`src/hw/rtl/b2da_pkg.sv`:
```
package b2da_pkg;

   localparam int unsigned DIGIT_BITS = 4;
   localparam int unsigned CHAR_BITS  = 6;
   localparam logic [CHAR_BITS-1:0] ASCII_ZERO = 6'd48;
   localparam logic [DIGIT_BITS-1:0] DABBLE_LIMIT = 4'd5;
   localparam logic [DIGIT_BITS-1:0] DABBLE_ADJUST = 4'd3;

   typedef enum logic [2:0] {
      ST_IDLE = 3'b001,
      ST_CONV = 3'b010,
      ST_EMIT = 3'b100
   } state_type;

   // one digit handed from the sequencer to the output register
   typedef struct packed {
      logic                  valid;
      logic [DIGIT_BITS-1:0] nibble;
      logic                  last;
   } digit_type;

endpackage

```
`src/hw/rtl/b2da_dabble_step.sv`:
```
module b2da_dabble_step #(
   parameter int unsigned NDIG = 10
) (
   input  logic [b2da_pkg::DIGIT_BITS*NDIG-1:0] bcd,
   input  logic                                 bit_in,
   output logic [b2da_pkg::DIGIT_BITS*NDIG-1:0] bcd_next
);

   localparam int unsigned DB = b2da_pkg::DIGIT_BITS;

   logic [DB*NDIG-1:0] adjusted;

   // add 3 to every digit of 5 or more, then shift in the next binary bit
   always_comb begin
      for (int i = 0; i < NDIG; i++) begin
         if (bcd[DB*i +: DB] >= b2da_pkg::DABBLE_LIMIT) begin
            adjusted[DB*i +: DB] = bcd[DB*i +: DB] + b2da_pkg::DABBLE_ADJUST;
         end else begin
            adjusted[DB*i +: DB] = bcd[DB*i +: DB];
         end
      end
   end

   assign bcd_next = {adjusted[DB*NDIG-2:0], bit_in};

endmodule

```
`src/hw/rtl/b2da_rsp_reg.sv`:
```
module b2da_rsp_reg (
   input  logic                               clock,
   input  logic                               reset,
   input  b2da_pkg::digit_type                digit,
   output logic                               free,
   output logic                               rsp_valid,
   input  logic                               rsp_stall,
   output logic [b2da_pkg::CHAR_BITS-1:0]     rsp_digit_char,
   output logic                               rsp_last
);

   logic                           valid_ff;
   logic                           valid_in;
   logic [b2da_pkg::CHAR_BITS-1:0] char_ff;
   logic                           last_ff;

   assign free = !valid_ff || !rsp_stall;

   always_comb begin
      valid_in = valid_ff;
      if (digit.valid) begin
         valid_in = 1'b1;
      end else if (!rsp_stall) begin
         valid_in = 1'b0;
      end
   end

   always_ff @(posedge clock) begin
      if (reset) begin
         valid_ff <= 1'b0;
      end else begin
         valid_ff <= valid_in;
      end
   end

   always_ff @(posedge clock) begin
      if (digit.valid) begin
         char_ff <= b2da_pkg::ASCII_ZERO
                    + {{(b2da_pkg::CHAR_BITS-b2da_pkg::DIGIT_BITS){1'b0}}, digit.nibble};
         last_ff <= digit.last;
      end
   end

   assign rsp_valid      = valid_ff;
   assign rsp_digit_char = char_ff;
   assign rsp_last       = last_ff;

endmodule

```
`src/hw/rtl/binary_to_decimal_ascii.sv`:
```
// Binary to decimal ASCII converter.
// req_ channel: one unsigned req_value per transaction. req_stall stays high
// while a number is being converted or its digits are being sent.
// rsp_ channel: one transaction per decimal digit, most significant first,
// no leading zeros; rsp_last marks the least significant digit. Zero gives
// a single '0' with rsp_last set.
// Timing: the double-dabble step unit converts the VALUE_BITS-bit value one
// bit per cycle, then the sequencer walks NDIG digit positions one per cycle,
// dropping leading zeros and handing each kept digit to the output register;
// a kept digit waits while the output register is full and stalled.
// A new number is taken only after the last digit of the previous one has
// been handed to the output register.
// A stall on rsp_ holds the output register and freezes digit emission; the
// final digit may wait in the output register while the next number is
// already accepted and converted.
// Reset (synchronous) returns to idle and drops rsp_valid; nothing else.
module binary_to_decimal_ascii #(
   parameter int unsigned VALUE_BITS = 32
) (
   input  logic                               clock,
   input  logic                               reset,
   input  logic                               req_valid,
   output logic                               req_stall,
   input  logic [VALUE_BITS-1:0]              req_value,
   output logic                               rsp_valid,
   input  logic                               rsp_stall,
   output logic [b2da_pkg::CHAR_BITS-1:0]     rsp_digit_char,
   output logic                               rsp_last
);

   localparam int unsigned DB   = b2da_pkg::DIGIT_BITS;
   localparam int unsigned NDIG = (VALUE_BITS * 30103) / 100000 + 1;
   localparam int unsigned CW   = $clog2(VALUE_BITS);
   localparam int unsigned RW   = $clog2(NDIG + 1);

   b2da_pkg::state_type state_ff, state_in;
   logic [VALUE_BITS-1:0] shift_ff, shift_in;
   logic [DB*NDIG-1:0]    bcd_ff, bcd_in, bcd_step;
   logic [CW-1:0]         count_ff, count_in;
   logic [RW-1:0]         remain_ff, remain_in;
   logic                  started_ff, started_in;
   logic [DB-1:0]         top_digit;
   logic                  out_free;
   b2da_pkg::digit_type   digit;

   b2da_dabble_step #(.NDIG(NDIG)) u_step (
      .bcd      (bcd_ff),
      .bit_in   (shift_ff[VALUE_BITS-1]),
      .bcd_next (bcd_step)
   );

   b2da_rsp_reg u_rsp (
      .clock          (clock),
      .reset          (reset),
      .digit          (digit),
      .free           (out_free),
      .rsp_valid      (rsp_valid),
      .rsp_stall      (rsp_stall),
      .rsp_digit_char (rsp_digit_char),
      .rsp_last       (rsp_last)
   );

   assign req_stall = (state_ff != b2da_pkg::ST_IDLE);
   assign top_digit = bcd_ff[DB*NDIG-1 -: DB];

   always_comb begin
      state_in     = state_ff;
      shift_in     = shift_ff;
      bcd_in       = bcd_ff;
      count_in     = count_ff;
      remain_in    = remain_ff;
      started_in   = started_ff;
      digit.valid  = 1'b0;
      digit.nibble = top_digit;
      digit.last   = (remain_ff == RW'(1));
      unique case (state_ff)
         b2da_pkg::ST_IDLE: begin
            if (req_valid) begin
               shift_in = req_value;
               bcd_in   = '0;
               count_in = '0;
               state_in = b2da_pkg::ST_CONV;
            end
         end
         b2da_pkg::ST_CONV: begin
            shift_in = shift_ff << 1;
            bcd_in   = bcd_step;
            count_in = count_ff + CW'(1);
            if (count_ff == CW'(VALUE_BITS - 1)) begin
               remain_in  = RW'(NDIG);
               started_in = 1'b0;
               state_in   = b2da_pkg::ST_EMIT;
            end
         end
         b2da_pkg::ST_EMIT: begin
            // leading zero: drop it, but always keep the units digit
            if (!started_ff && top_digit == '0 && remain_ff != RW'(1)) begin
               bcd_in    = {bcd_ff[DB*NDIG-DB-1:0], {DB{1'b0}}};
               remain_in = remain_ff - RW'(1);
            end else if (out_free) begin
               digit.valid = 1'b1;
               bcd_in      = {bcd_ff[DB*NDIG-DB-1:0], {DB{1'b0}}};
               remain_in   = remain_ff - RW'(1);
               started_in  = 1'b1;
               if (remain_ff == RW'(1)) begin
                  state_in = b2da_pkg::ST_IDLE;
               end
            end
         end
         default: begin
            state_in = b2da_pkg::ST_IDLE;
         end
      endcase
   end

   always_ff @(posedge clock) begin
      if (reset) begin
         state_ff <= b2da_pkg::ST_IDLE;
      end else begin
         state_ff <= state_in;
      end
   end

   always_ff @(posedge clock) begin
      shift_ff   <= shift_in;
      bcd_ff     <= bcd_in;
      count_ff   <= count_in;
      remain_ff  <= remain_in;
      started_ff <= started_in;
   end

   a_accept_starts_conv: assert property (@(posedge clock) disable iff (reset)
      (req_valid && !req_stall) |=> (state_ff == b2da_pkg::ST_CONV))
      else $error("accepted transaction did not start conversion");

   a_no_digit_outside_emit: assert property (@(posedge clock) disable iff (reset)
      digit.valid |-> (state_ff == b2da_pkg::ST_EMIT))
      else $error("digit loaded outside emit state");

   a_last_ends_number: assert property (@(posedge clock) disable iff (reset)
      (digit.valid && digit.last) |=> (state_ff == b2da_pkg::ST_IDLE))
      else $error("last digit did not return to idle");

   a_emit_has_digits: assert property (@(posedge clock) disable iff (reset)
      (state_ff == b2da_pkg::ST_EMIT) |-> (remain_ff != '0))
      else $error("emit state with no digits left");

endmodule

```
`config.mk`:
```
export PLATFORM = sky130hd
export DESIGN_NAME = binary_to_decimal_ascii
export DESIGN_NICKNAME = d
export VERILOG_FILES = /design/src/hw/rtl/b2da_pkg.sv /design/src/hw/rtl/b2da_dabble_step.sv /design/src/hw/rtl/b2da_rsp_reg.sv /design/src/hw/rtl/binary_to_decimal_ascii.sv
export SDC_FILE = /design/constraint.sdc
export NUM_CORES = 1
export LEC_CHECK = 0
export ABC_AREA = 1
export BUFFER_PORTS_ARGS = -buffer_cell sky130_fd_sc_hd__buf_2
export CORE_MARGIN = 5
export CORE_UTILIZATION = 34
export CTS_CLUSTER_DIAMETER = 80
export DETAILED_ROUTE_END_ITERATION = 7
export GPL_TIMING_DRIVEN = 1
export PLACE_DENSITY = 0.61
export RECOVER_POWER = 100
export SYNTH_ARGS = -nofsm -noshare
export SYNTH_HDL_FRONTEND = slang
export SYNTH_SLANG_ARGS = --single-unit
```
`constraint.sdc`:
```
create_clock -name clock -period 3 [get_ports clock]
set_input_delay 0.15 -clock clock [delete_from_list [all_inputs] [get_ports clock]]
set_output_delay 0.15 -clock clock [all_outputs]
set_load 0.005 [all_outputs]
```
==> results of run 1 <==
## power by group
part           leakage (nW)  internal [mW]  switching (mW)
registers             0.866           1.81           0.181
clock network         0.134          0.626           0.436
logic                  1.30          0.285           0.643
total                  2.30           2.72            1.26
## routing by layer
metal  vias to the layer above  global-route usage, %  routed length (microns)
met5                         -                      0                        0
met1                      1580                  13.19                     4036
met3                        19                  3.125                      413
li1                       1766                      -                        -
met4                         0                  4.432                      163
met2                        87                  19.99                     4365
## critical path, cell delays in order (launching register included)
cell      delay, ps
dfxtp_1         390
nor3_1           90
inv_1           480
clkbuf_2        770
a21oi_1          70
o21ai_0         110
o21ai_0         100
## placed cells by master (no fill, tap or decap), types with 2 or more instances in the layout
cell / synthesis / layout
nand3_1: 16 / 16
o21ai_0: 65 / 69
xor2_1: 7 / 7
a21oi_1: 32 / 32
clkbuf_2: 0 / 4
o211ai_1: 3 / 3
clkbuf_16: 0 / 9
edfxtp_1: 87 / 87
conb_1: 1 / 2
inv_1: 61 / 62
nand2_1: 135 / 135
dfxtp_1: 4 / 4
buf_2: 6 / 41
nor2_1: 24 / 25
or2_2: 7 / 7
ha_1: 25 / 25
o22ai_1: 8 / 8
clkinv_1: 0 / 3
## registers in the layout, indices dropped and copies added (netlist names), 3 cells and up
name and count:
state_ff 3, shift_ff 32, u_rsp.rsp_digit_char 4, bcd_ff 40
count_ff 5, remain_ff 4
## path summary, 6_finish.rpt
check | from | end | cells after the start
max | state_ff[2] | bcd_ff[10] | 6
min | req_value[0] | shift_ff[0] | 3
max reg2reg | state_ff[2] | bcd_ff[10] | 6
min reg2reg | u_rsp.rsp_valid | u_rsp.rsp_valid | 2
## cell usage after synthesis
library cell	instances	area (sq um)
a21oi_1	32	160.2
nor2_1	24	90.09
o22ai_1	8	50.05
inv_1	61	229.0
buf_4	2	15.01
buf_2	6	30.03
xnor2_1	1	8.760
ha_1	25	312.8
clkbuf_1	9	33.78
conb_1	1	3.750
nor2_4	1	11.26
nand2_1	135	506.7
edfxtp_1	87	2613
o21ai_1	5	25.02
a211oi_1	1	7.510
inv_2	1	3.750
or2_2	7	43.79
nor3_4	1	16.27
nand3_1	16	80.08
nor3b_1	1	7.510
o21ai_0	65	325.3
xor2_1	7	61.31
o211ai_1	3	22.52
dfxtp_1	4	80.08
## cells by family after synthesis
kind of cell	Yosys count
DFF	91
other	1
buffers and inverters	79
xor gates and xnor gates	8
AOI/OAI and AO/OA	114
adders and majority gates	25
and+or+nand+nor	185
## cell type report
cell class,count,area [sq um]
Timing Repair Buffer,48,246.5
Clock inverter,5,46.29
Inverter,62,232.7
Tap cell,180,225.2
Sequential cell,91,2693
Multi-Input combinational cell,334,1718
Clock buffer,9,225.2
Fill cell,1424,8387
## stage by stage
| step | util [%] | instances | total power, mW | area [sq um] | setup slack, ps |
|---|---|---|---|---|---|
| finish | 39.11 | 729 | 3.981 | 5386 | 708.0 |
| detailed placement | 37.28 | 714 | 2.959 | 5135 | 969.7 |
| CTS | 39.33 | 729 | 4.047 | 5416 | 898.4 |
| global route | 39.11 | 729 | 4.266 | 5386 | 448.2 |
| global placement | 37.28 | 714 | 2.898 | 5135 | 1006 |
| floorplan | - | 504 | 2.669 | 4741 | 726.1 |
==> impl_metrics.tcl, run 1 <==
set metrics [dict create \
    ys_types 24 \
    cts_hold_buf 1 \
    cts_tree "built" \
    finalSetupViolCount 0 \
    cts_buffers 9 \
    min_path_type "in2reg" \
    clock_latency_ps 330 \
    grt_usage_pct 11.40 \
    end_kind "register" \
    r2r_slack_ps 710 \
    routedWlPerCell_microns 12.32 \
    final_hold_viol_count 0 \
    firstDrtPassIters 4 \
    cts-resized-gates 0 \
    rows 43 \
    timing.fmax_mhz 436.3 \
    pin_count 45 \
    syn_inst 503 \
    tns_ps 0 \
    yosys_warnings 0 \
    syn_to_final_growth_pct 13.71 \
    route.antenna.remaining_nets 0 \
    max_cap_violations 0 \
    final.min_clock_period_ps 2292 \
    maxSlewHeadroom_pct 27.02 \
    post-route-period-util_pct 76.40 \
    portBuffers 42 \
    dieWidth_microns 128.0 \
    ys_ff_latch 91 \
    yosys.area_share.xor_xnor_pct 1.479 \
    rsz0062_at_grt "no" \
    core_sq_um 13770 \
    vias 3452 \
    gr-total-overflow 0 \
    critPathMaxFanout 42 \
    netlist_area_sq_um 4737 \
    peakVddDrop_uv 354.0 \
    antenna_found_initial 0 \
    synthAdderAreaFrac_pct 6.603 \
    cp.arrival_ps 2340 \
    antenna_cells 0 \
    powerDensity_nw_per_um2 739.1 \
    h-tree-depth 3 \
    drive_above_1_share_pct 11.66 \
    p_leak_nw 2.301 \
    dp_hpwl_microns 5921 \
    synth_compound_area_share_pct 12.47 \
    synth_mux_area_share_pct 0 \
    synth_top_family_by_area "simple AND/OR/NAND/NOR gates" \
    finalNetCount 607 \
    dieArea_sq_um 16390 \
    holdWs_ps 76.95 \
    syn_avg_cell_area_sq_um 9.418 \
    wl_microns 8978 \
    synthSimpleGateAreaFrac_pct 15.95 \
    ys_seq_area_share_pct 56.84 \
    clock-sinks 91 \
    final_max_slew_viol_count 0 \
    clkSlewWorstSetupHoldPaths_ps 60 \
    worstSetupStartpointType "register" \
    grt_pass1_wl_microns 15470 \
    tightest_slew_ps 1095 \
    clock_path_buffers 2 \
    post-cts-setup-buffer-count 0 \
    first_iter_violations 216 \
    cp.required_ps 3050 \
    grt_max_degree 55 \
    start_util_pct 34.39 \
    status "complete, no violations" \
    worstSetupPathType "reg2reg" \
    post_drt_via_cell_ratio 4.735 \
    drc 0 \
    routabilityCongestion 0.8254 \
    die_h_microns 128.0 \
    grt_pass1_vias 3658 \
    finClkSkew_ps 8.693 \
    clockRootBuffer "clkbuf_16" \
]
Note: power is estimated with default switching activity, not from simulation.
==> run 2, diff against run 1 <==
==> constraint.sdc (replaced) <==
create_clock -name clock -period 2.18 [get_ports clock]
set_input_delay 0.109 -clock clock [delete_from_list [all_inputs] [get_ports clock]]
set_output_delay 0.109 -clock clock [all_outputs]
set_load 0.005 [all_outputs]
==> run 2 against run 1 <==
Effect of this change:
- cell area up 0.56%
- wire length about the same
- fmax up 17%
- setup slack worse by 490 ps
- global-route usage down 0.051 points
- hold slack worse by 50 ps
- sequential power up 38%
- total power up 36%
- first-iteration DRC count up 17%
- core utilization up 0.22 points
- die area unchanged
- critical endpoint is now shift_ff[4]
==> impl_metrics.tcl, run 2 (synthesis gave the netlist of run 1 again) <==
set metrics [dict create \
    syn_to_final_growth_pct 14.34 \
    endpoint "shift_ff[4]" \
    end_kind "register" \
    pin_count 45 \
    peakVddDrop_uv 443.4 \
    dieArea_sq_um 16390 \
    slowest_delay_ps 430 \
    start_util_pct 34.39 \
    final_hold_viol_count 0 \
    cts_tree "built" \
    dieWidth_microns 128.0 \
    grt_pass1_vias 3497 \
    r2r_start "state_ff[0]" \
    drc 0 \
    portBuffers 42 \
    clkSlewWorstSetupHoldPaths_ps 60 \
    crit_buf_inv 3 \
    min_path_type "in2reg" \
    r2r_slack_ps 220 \
    fin_area_sq_um 5416 \
    final_cell_mix "135 x nand2_1, 87 x edfxtp_1, 68 x o21ai_0, 61 x inv_1, 38 x buf_2" \
    first_iter_violations 252 \
    cp.arrival_ps 1980 \
    p_leak_nw 2.295 \
    dpl_cell_area_sq_um 5191 \
    path_depth 5 \
    worstSetupPathType "reg2reg" \
    timing.rr.end "shift_ff[4]" \
    routabilityCongestion 0.7751 \
    h-tree-depth 3 \
    cp_slowest_cell "clkbuf_2" \
    reg_top3 "bcd_ff x40, shift_ff x32, count_ff x5" \
    final.min_clock_period_ps 1964 \
    finClkSkew_ps 4.811 \
    clockRootBuffer "clkbuf_16" \
    largest_reg_flops 40 \
    grt_max_degree 55 \
    cp.required_ps 2200 \
    clock_path_buffers 2 \
    vias 3502 \
    gr-total-overflow 0 \
    startpoint "state_ff[0]" \
    rows 43 \
    firstDrtPassIters 4 \
    final_max_slew_viol_count 0 \
    tightest_slew_ps 732.5 \
    top_register "bcd_ff" \
    maxSlewHeadroom_pct 51.16 \
    crit_path_cell_trace "nor3_4 > inv_1 > clkbuf_2 > nand2_1 > buf_8" \
    cpLargestDelayFamily "buffers and inverters" \
    r2r_cells 5 \
    rsz0062_at_grt "no" \
    drive_above_1_share_pct 12.14 \
    route.antenna.remaining_nets 0 \
    core_sq_um 13770 \
    die_h_microns 128.0 \
    finalSetupViolCount 0 \
    antenna_found_initial 0 \
    grt_pass1_wl_microns 15260 \
    max_cap_violations 0 \
    post_drt_via_cell_ratio 4.784 \
    dp_hpwl_microns 5958 \
    wl_microns 8986 \
    final_common_cell "nand2_1" \
    cts_buffers 9 \
    routedWlPerCell_microns 12.28 \
    finalNetCount 609 \
    hold_start "req_value[0]" \
    grt_usage_pct 11.35 \
    status "complete, no violations" \
    p_total_mw 5.432 \
    antenna_cells 0 \
    clock-sinks 91 \
    worstSetupStartpointType "register" \
    powerDensity_nw_per_um2 1003 \
    clock_latency_ps 340 \
    timing.fmax_mhz 509.2 \
    tns_ps 0 \
    critPathMaxFanout 37 \
    post-route-period-util_pct 90.08 \
]
run 2: cell count changes in the layout (fill, tap and decap cells not counted), moves of 2 or more:
cell / before / now
clkinv_2: 1 / 3
clkinv_1: 3 / 1
clkbuf_2: 4 / 2
buf_2: 41 / 38
clkbuf_1: 1 / 6
run 2: report_power, final:
group	switching (mW)	total (mW)	leakage (nW)	internal (mW)
sequential	0.258	2.74	0.866	2.48
clock	0.618	1.37	0.127	0.757
combinational	0.893	1.32	1.30	0.423
run 2: how the worst min path moves through the flow:
stage                      end  slack [ps]  depth (start not counted)
6_report           shift_ff[0]          30                          3
4_1_cts            shift_ff[0]          10                          3
5_1_grt           shift_ff[19]          30                          3
3_5_place_dp       state_ff[1]         320                          2
2_1_floorplan      state_ff[1]         180                          1
3_3_place_gp   u_rsp.rsp_valid         310                          2
run 2: layout make-up:
type                    count  area [sq um]
multi-input cells         334          1737
repair buffers             50         274.0
well taps                 180         225.2
inverters                  62         236.5
clock buffers              11         232.7
clock inverters             4         18.77
fillers                  1412          8357
flip-flops and latches     91          2693
run 2: per-layer routing:
layer,global-route usage [%],routed length (microns),up-vias
met1,13.87,4193,1644
met4,4.307,168,0
met3,3.208,413,15
met5,0,0,-
met2,19.04,4210,66
li1,-,-,1777
run 2: timing repair:
item | in CTS | in global routing
buffers inserted | 0 | 0
hold buffers | 1 | 0
resized for setup | 0 | 0
endpoints found under the hold margin | 2 | 0
run 2: tightest hold or removal path, stage by stage:
cell and delay, ps:
buf_2 70, nand2_1 40, inv_1 40
run 2: metrics by stage:
step | util [%] | hold WS, ps | setup WS, ps | std cells
after floorplan | - | 178.1 | 0.8739 | 504
after global placement | 37.69 | 314.3 | 269.7 | 716
after detailed placement | 37.69 | 317.1 | 230.5 | 716
after CTS | 39.59 | 13.39 | 214.4 | 732
after global routing | 39.33 | 26.95 | 39.65 | 732
final | 39.33 | 27.43 | 216.3 | 732
==> run 3, diff against run 2 <==
--- a/config.mk
+++ b/config.mk
@@ -12,7 +12,7 @@
 export CTS_CLUSTER_DIAMETER = 80
 export DETAILED_ROUTE_END_ITERATION = 7
 export GPL_TIMING_DRIVEN = 1
-export PLACE_DENSITY = 0.61
+export PLACE_DENSITY = 0.6
 export RECOVER_POWER = 100
 export SYNTH_ARGS = -nofsm -noshare
 export SYNTH_HDL_FRONTEND = slang
==> run 3 against run 2 <==
Effect of this change:
- hold slack improved by 15 ps
- register-to-register slack got worse by 20 ps
- clock skew increased by 4.4 ps
- first-iteration DRC count increased by 7.5%
- critical path type unchanged
- largest cell class unchanged
==> impl_metrics.tcl, run 3 (synthesis gave the netlist of run 1 again) <==
set metrics [dict create \
    final_cell_mix "135 x nand2_1, 87 x edfxtp_1, 69 x o21ai_0, 61 x inv_1, 39 x buf_2" \
    tns_ps 0 \
    clkSlewWorstSetupHoldPaths_ps 60 \
    routabilityCongestion 0.7797 \
    cts_tree "built" \
    clock_latency_ps 330 \
    route.antenna.remaining_nets 0 \
    largest_reg_flops 40 \
    cts-resized-gates 0 \
    switching_power_mw 1.793 \
    slowest_delay_ps 600 \
    finClkSkew_ps 9.251 \
    comb_power_share_pct 23.9 \
    dp_hpwl_microns 6216 \
    status "complete, no violations" \
    drive_above_1_share_pct 12.64 \
    grt_max_degree 55 \
    clock-sinks 91 \
    drc 0 \
    grt_pass1_vias 3476 \
    first_iter_violations 271 \
    final_hold_viol_count 0 \
    holdWs_ps 42.74 \
    cp.required_ps 2250 \
    clockPowerShare_pct 27.0 \
    p_total_mw 5.593 \
    pwr-share-seq_pct 49.0 \
    start_util_pct 34.39 \
    end_kind "register" \
    antenna_cells 0 \
    h-tree-depth 3 \
    post-route-period-util_pct 90.83 \
    gr-total-overflow 0 \
    rsz0062_at_grt "no" \
    worstSetupStartpointType "register" \
    maxSlewHeadroom_pct 49.47 \
    dieArea_sq_um 16390 \
    clock_path_buffers 2 \
    critPathMaxFanout 32 \
    final_max_slew_viol_count 0 \
    cts_buffers 9 \
    p_leak_nw 2.318 \
    grt_pass1_wl_microns 15880 \
    vias 3520 \
    reg_top3 "bcd_ff x40, shift_ff x32, count_ff x5" \
    peakVddDrop_uv 557.1 \
    worstSetupPathType "reg2reg" \
    clockRootBuffer "clkbuf_16" \
    portBuffers 42 \
    p_sw_share_pct 32.05 \
    pin_count 45 \
    powerDensity_nw_per_um2 1024 \
    final_common_cell "nand2_1" \
    cp_slowest_cell "clkbuf_2" \
    finalSetupViolCount 0 \
    crit_path_cell_trace "nor3_4 > inv_1 > clkbuf_2 > buf_4 > nor3b_1" \
    grt_usage_pct 11.66 \
    final.min_clock_period_ps 1980 \
    power.internal_mw 3.801 \
    post-cts-setup-buffer-count 0 \
    cts_hold_buf 1 \
    wl_microns 9225 \
    rows 43 \
    crit_buf_inv 3 \
    tightest_slew_ps 757.9 \
    cpLargestDelayFamily "buffers and inverters" \
    firstDrtPassIters 5 \
    post_drt_via_cell_ratio 4.796 \
    timing.fmax_mhz 505.0 \
    max_cap_violations 0 \
    min_path_type "in2reg" \
    core_sq_um 13770 \
    top_register "bcd_ff" \
    num-fill-cells 1413 \
    dieWidth_microns 128.0 \
    routedWlPerCell_microns 12.57 \
    antenna_found_initial 0 \
    finalNetCount 610 \
    syn_to_final_growth_pct 15.29 \
    die_h_microns 128.0 \
    cp.arrival_ps 2050 \
]
==> run 3: cell count changes in the layout (fill, tap and decap cells not counted), sizes merged <==
cell    previous run  this run
buf               42        43
bufinv             0         1
clkbuf            18        17
clkinv             4         5
==> run 3: power groups by stage <==
| stage | combinational [mW] | sequential, mW | clock (mW) |
|---|---|---|---|
| floorplan | 0.965 | 2.71 | 0 |
| global placement | 1.32 | 2.76 | 0 |
| detailed placement | 1.39 | 2.77 | 0 |
| CTS | 1.41 | 2.74 | 1.55 |
| global route | 1.55 | 2.80 | 1.63 |
| finish | 1.34 | 2.74 | 1.51 |
==> run 3: layout make-up <==
cell class                 instances  area [sq um]  share of cell area, %
timing repair buffer              51         285.3                  5.223
sequential                        91          2693                  49.30
clock buffer                      10         229.0                  4.192
multi-input combinational        334          1737                  31.80
clock inverter                     6         56.30                  1.031
tap                              180         225.2                  4.124
inverter                          62         236.5                  4.330
==> run 3: path summary, 6_finish.rpt <==
kind                                       from         endpoint  slack (ps)  cells after the start
worst max-delay path                state_ff[0]      count_ff[2]         200                      5
worst min-delay path              req_value[23]     shift_ff[23]          40                      3
worst max register to register      state_ff[0]      count_ff[2]         200                      5
worst min register to register  u_rsp.rsp_valid  u_rsp.rsp_valid         480                      2
==> run 3: tightest hold or removal path, delay by kind of cell <==
family | cells | cell delay (ps)
simple gates | 2 | 90
buf+inv | 1 | 70
==> run 3: metal layers <==
layer	vias to the layer above	routed length [microns]	GRT usage [%]
met1	1639	4202	15.13
met4	0	80	3.059
li1	1779	-	-
met2	93	4490	19.56
met3	9	452	2.833
met5	-	0	0
==> run 3: metrics by stage <==
step           cell area (sq um)  setup slack [ps]  utilization (%)  cells
2_1_floorplan               4745            0.8739                -    504
3_3_place_gp                5199             265.1            37.75    717
3_5_place_dp                5199             201.0            37.75    717
4_1_cts                     5494             180.2            39.89    734
5_1_grt                     5461             42.49            39.65    734
6_report                    5461             200.0            39.65    734
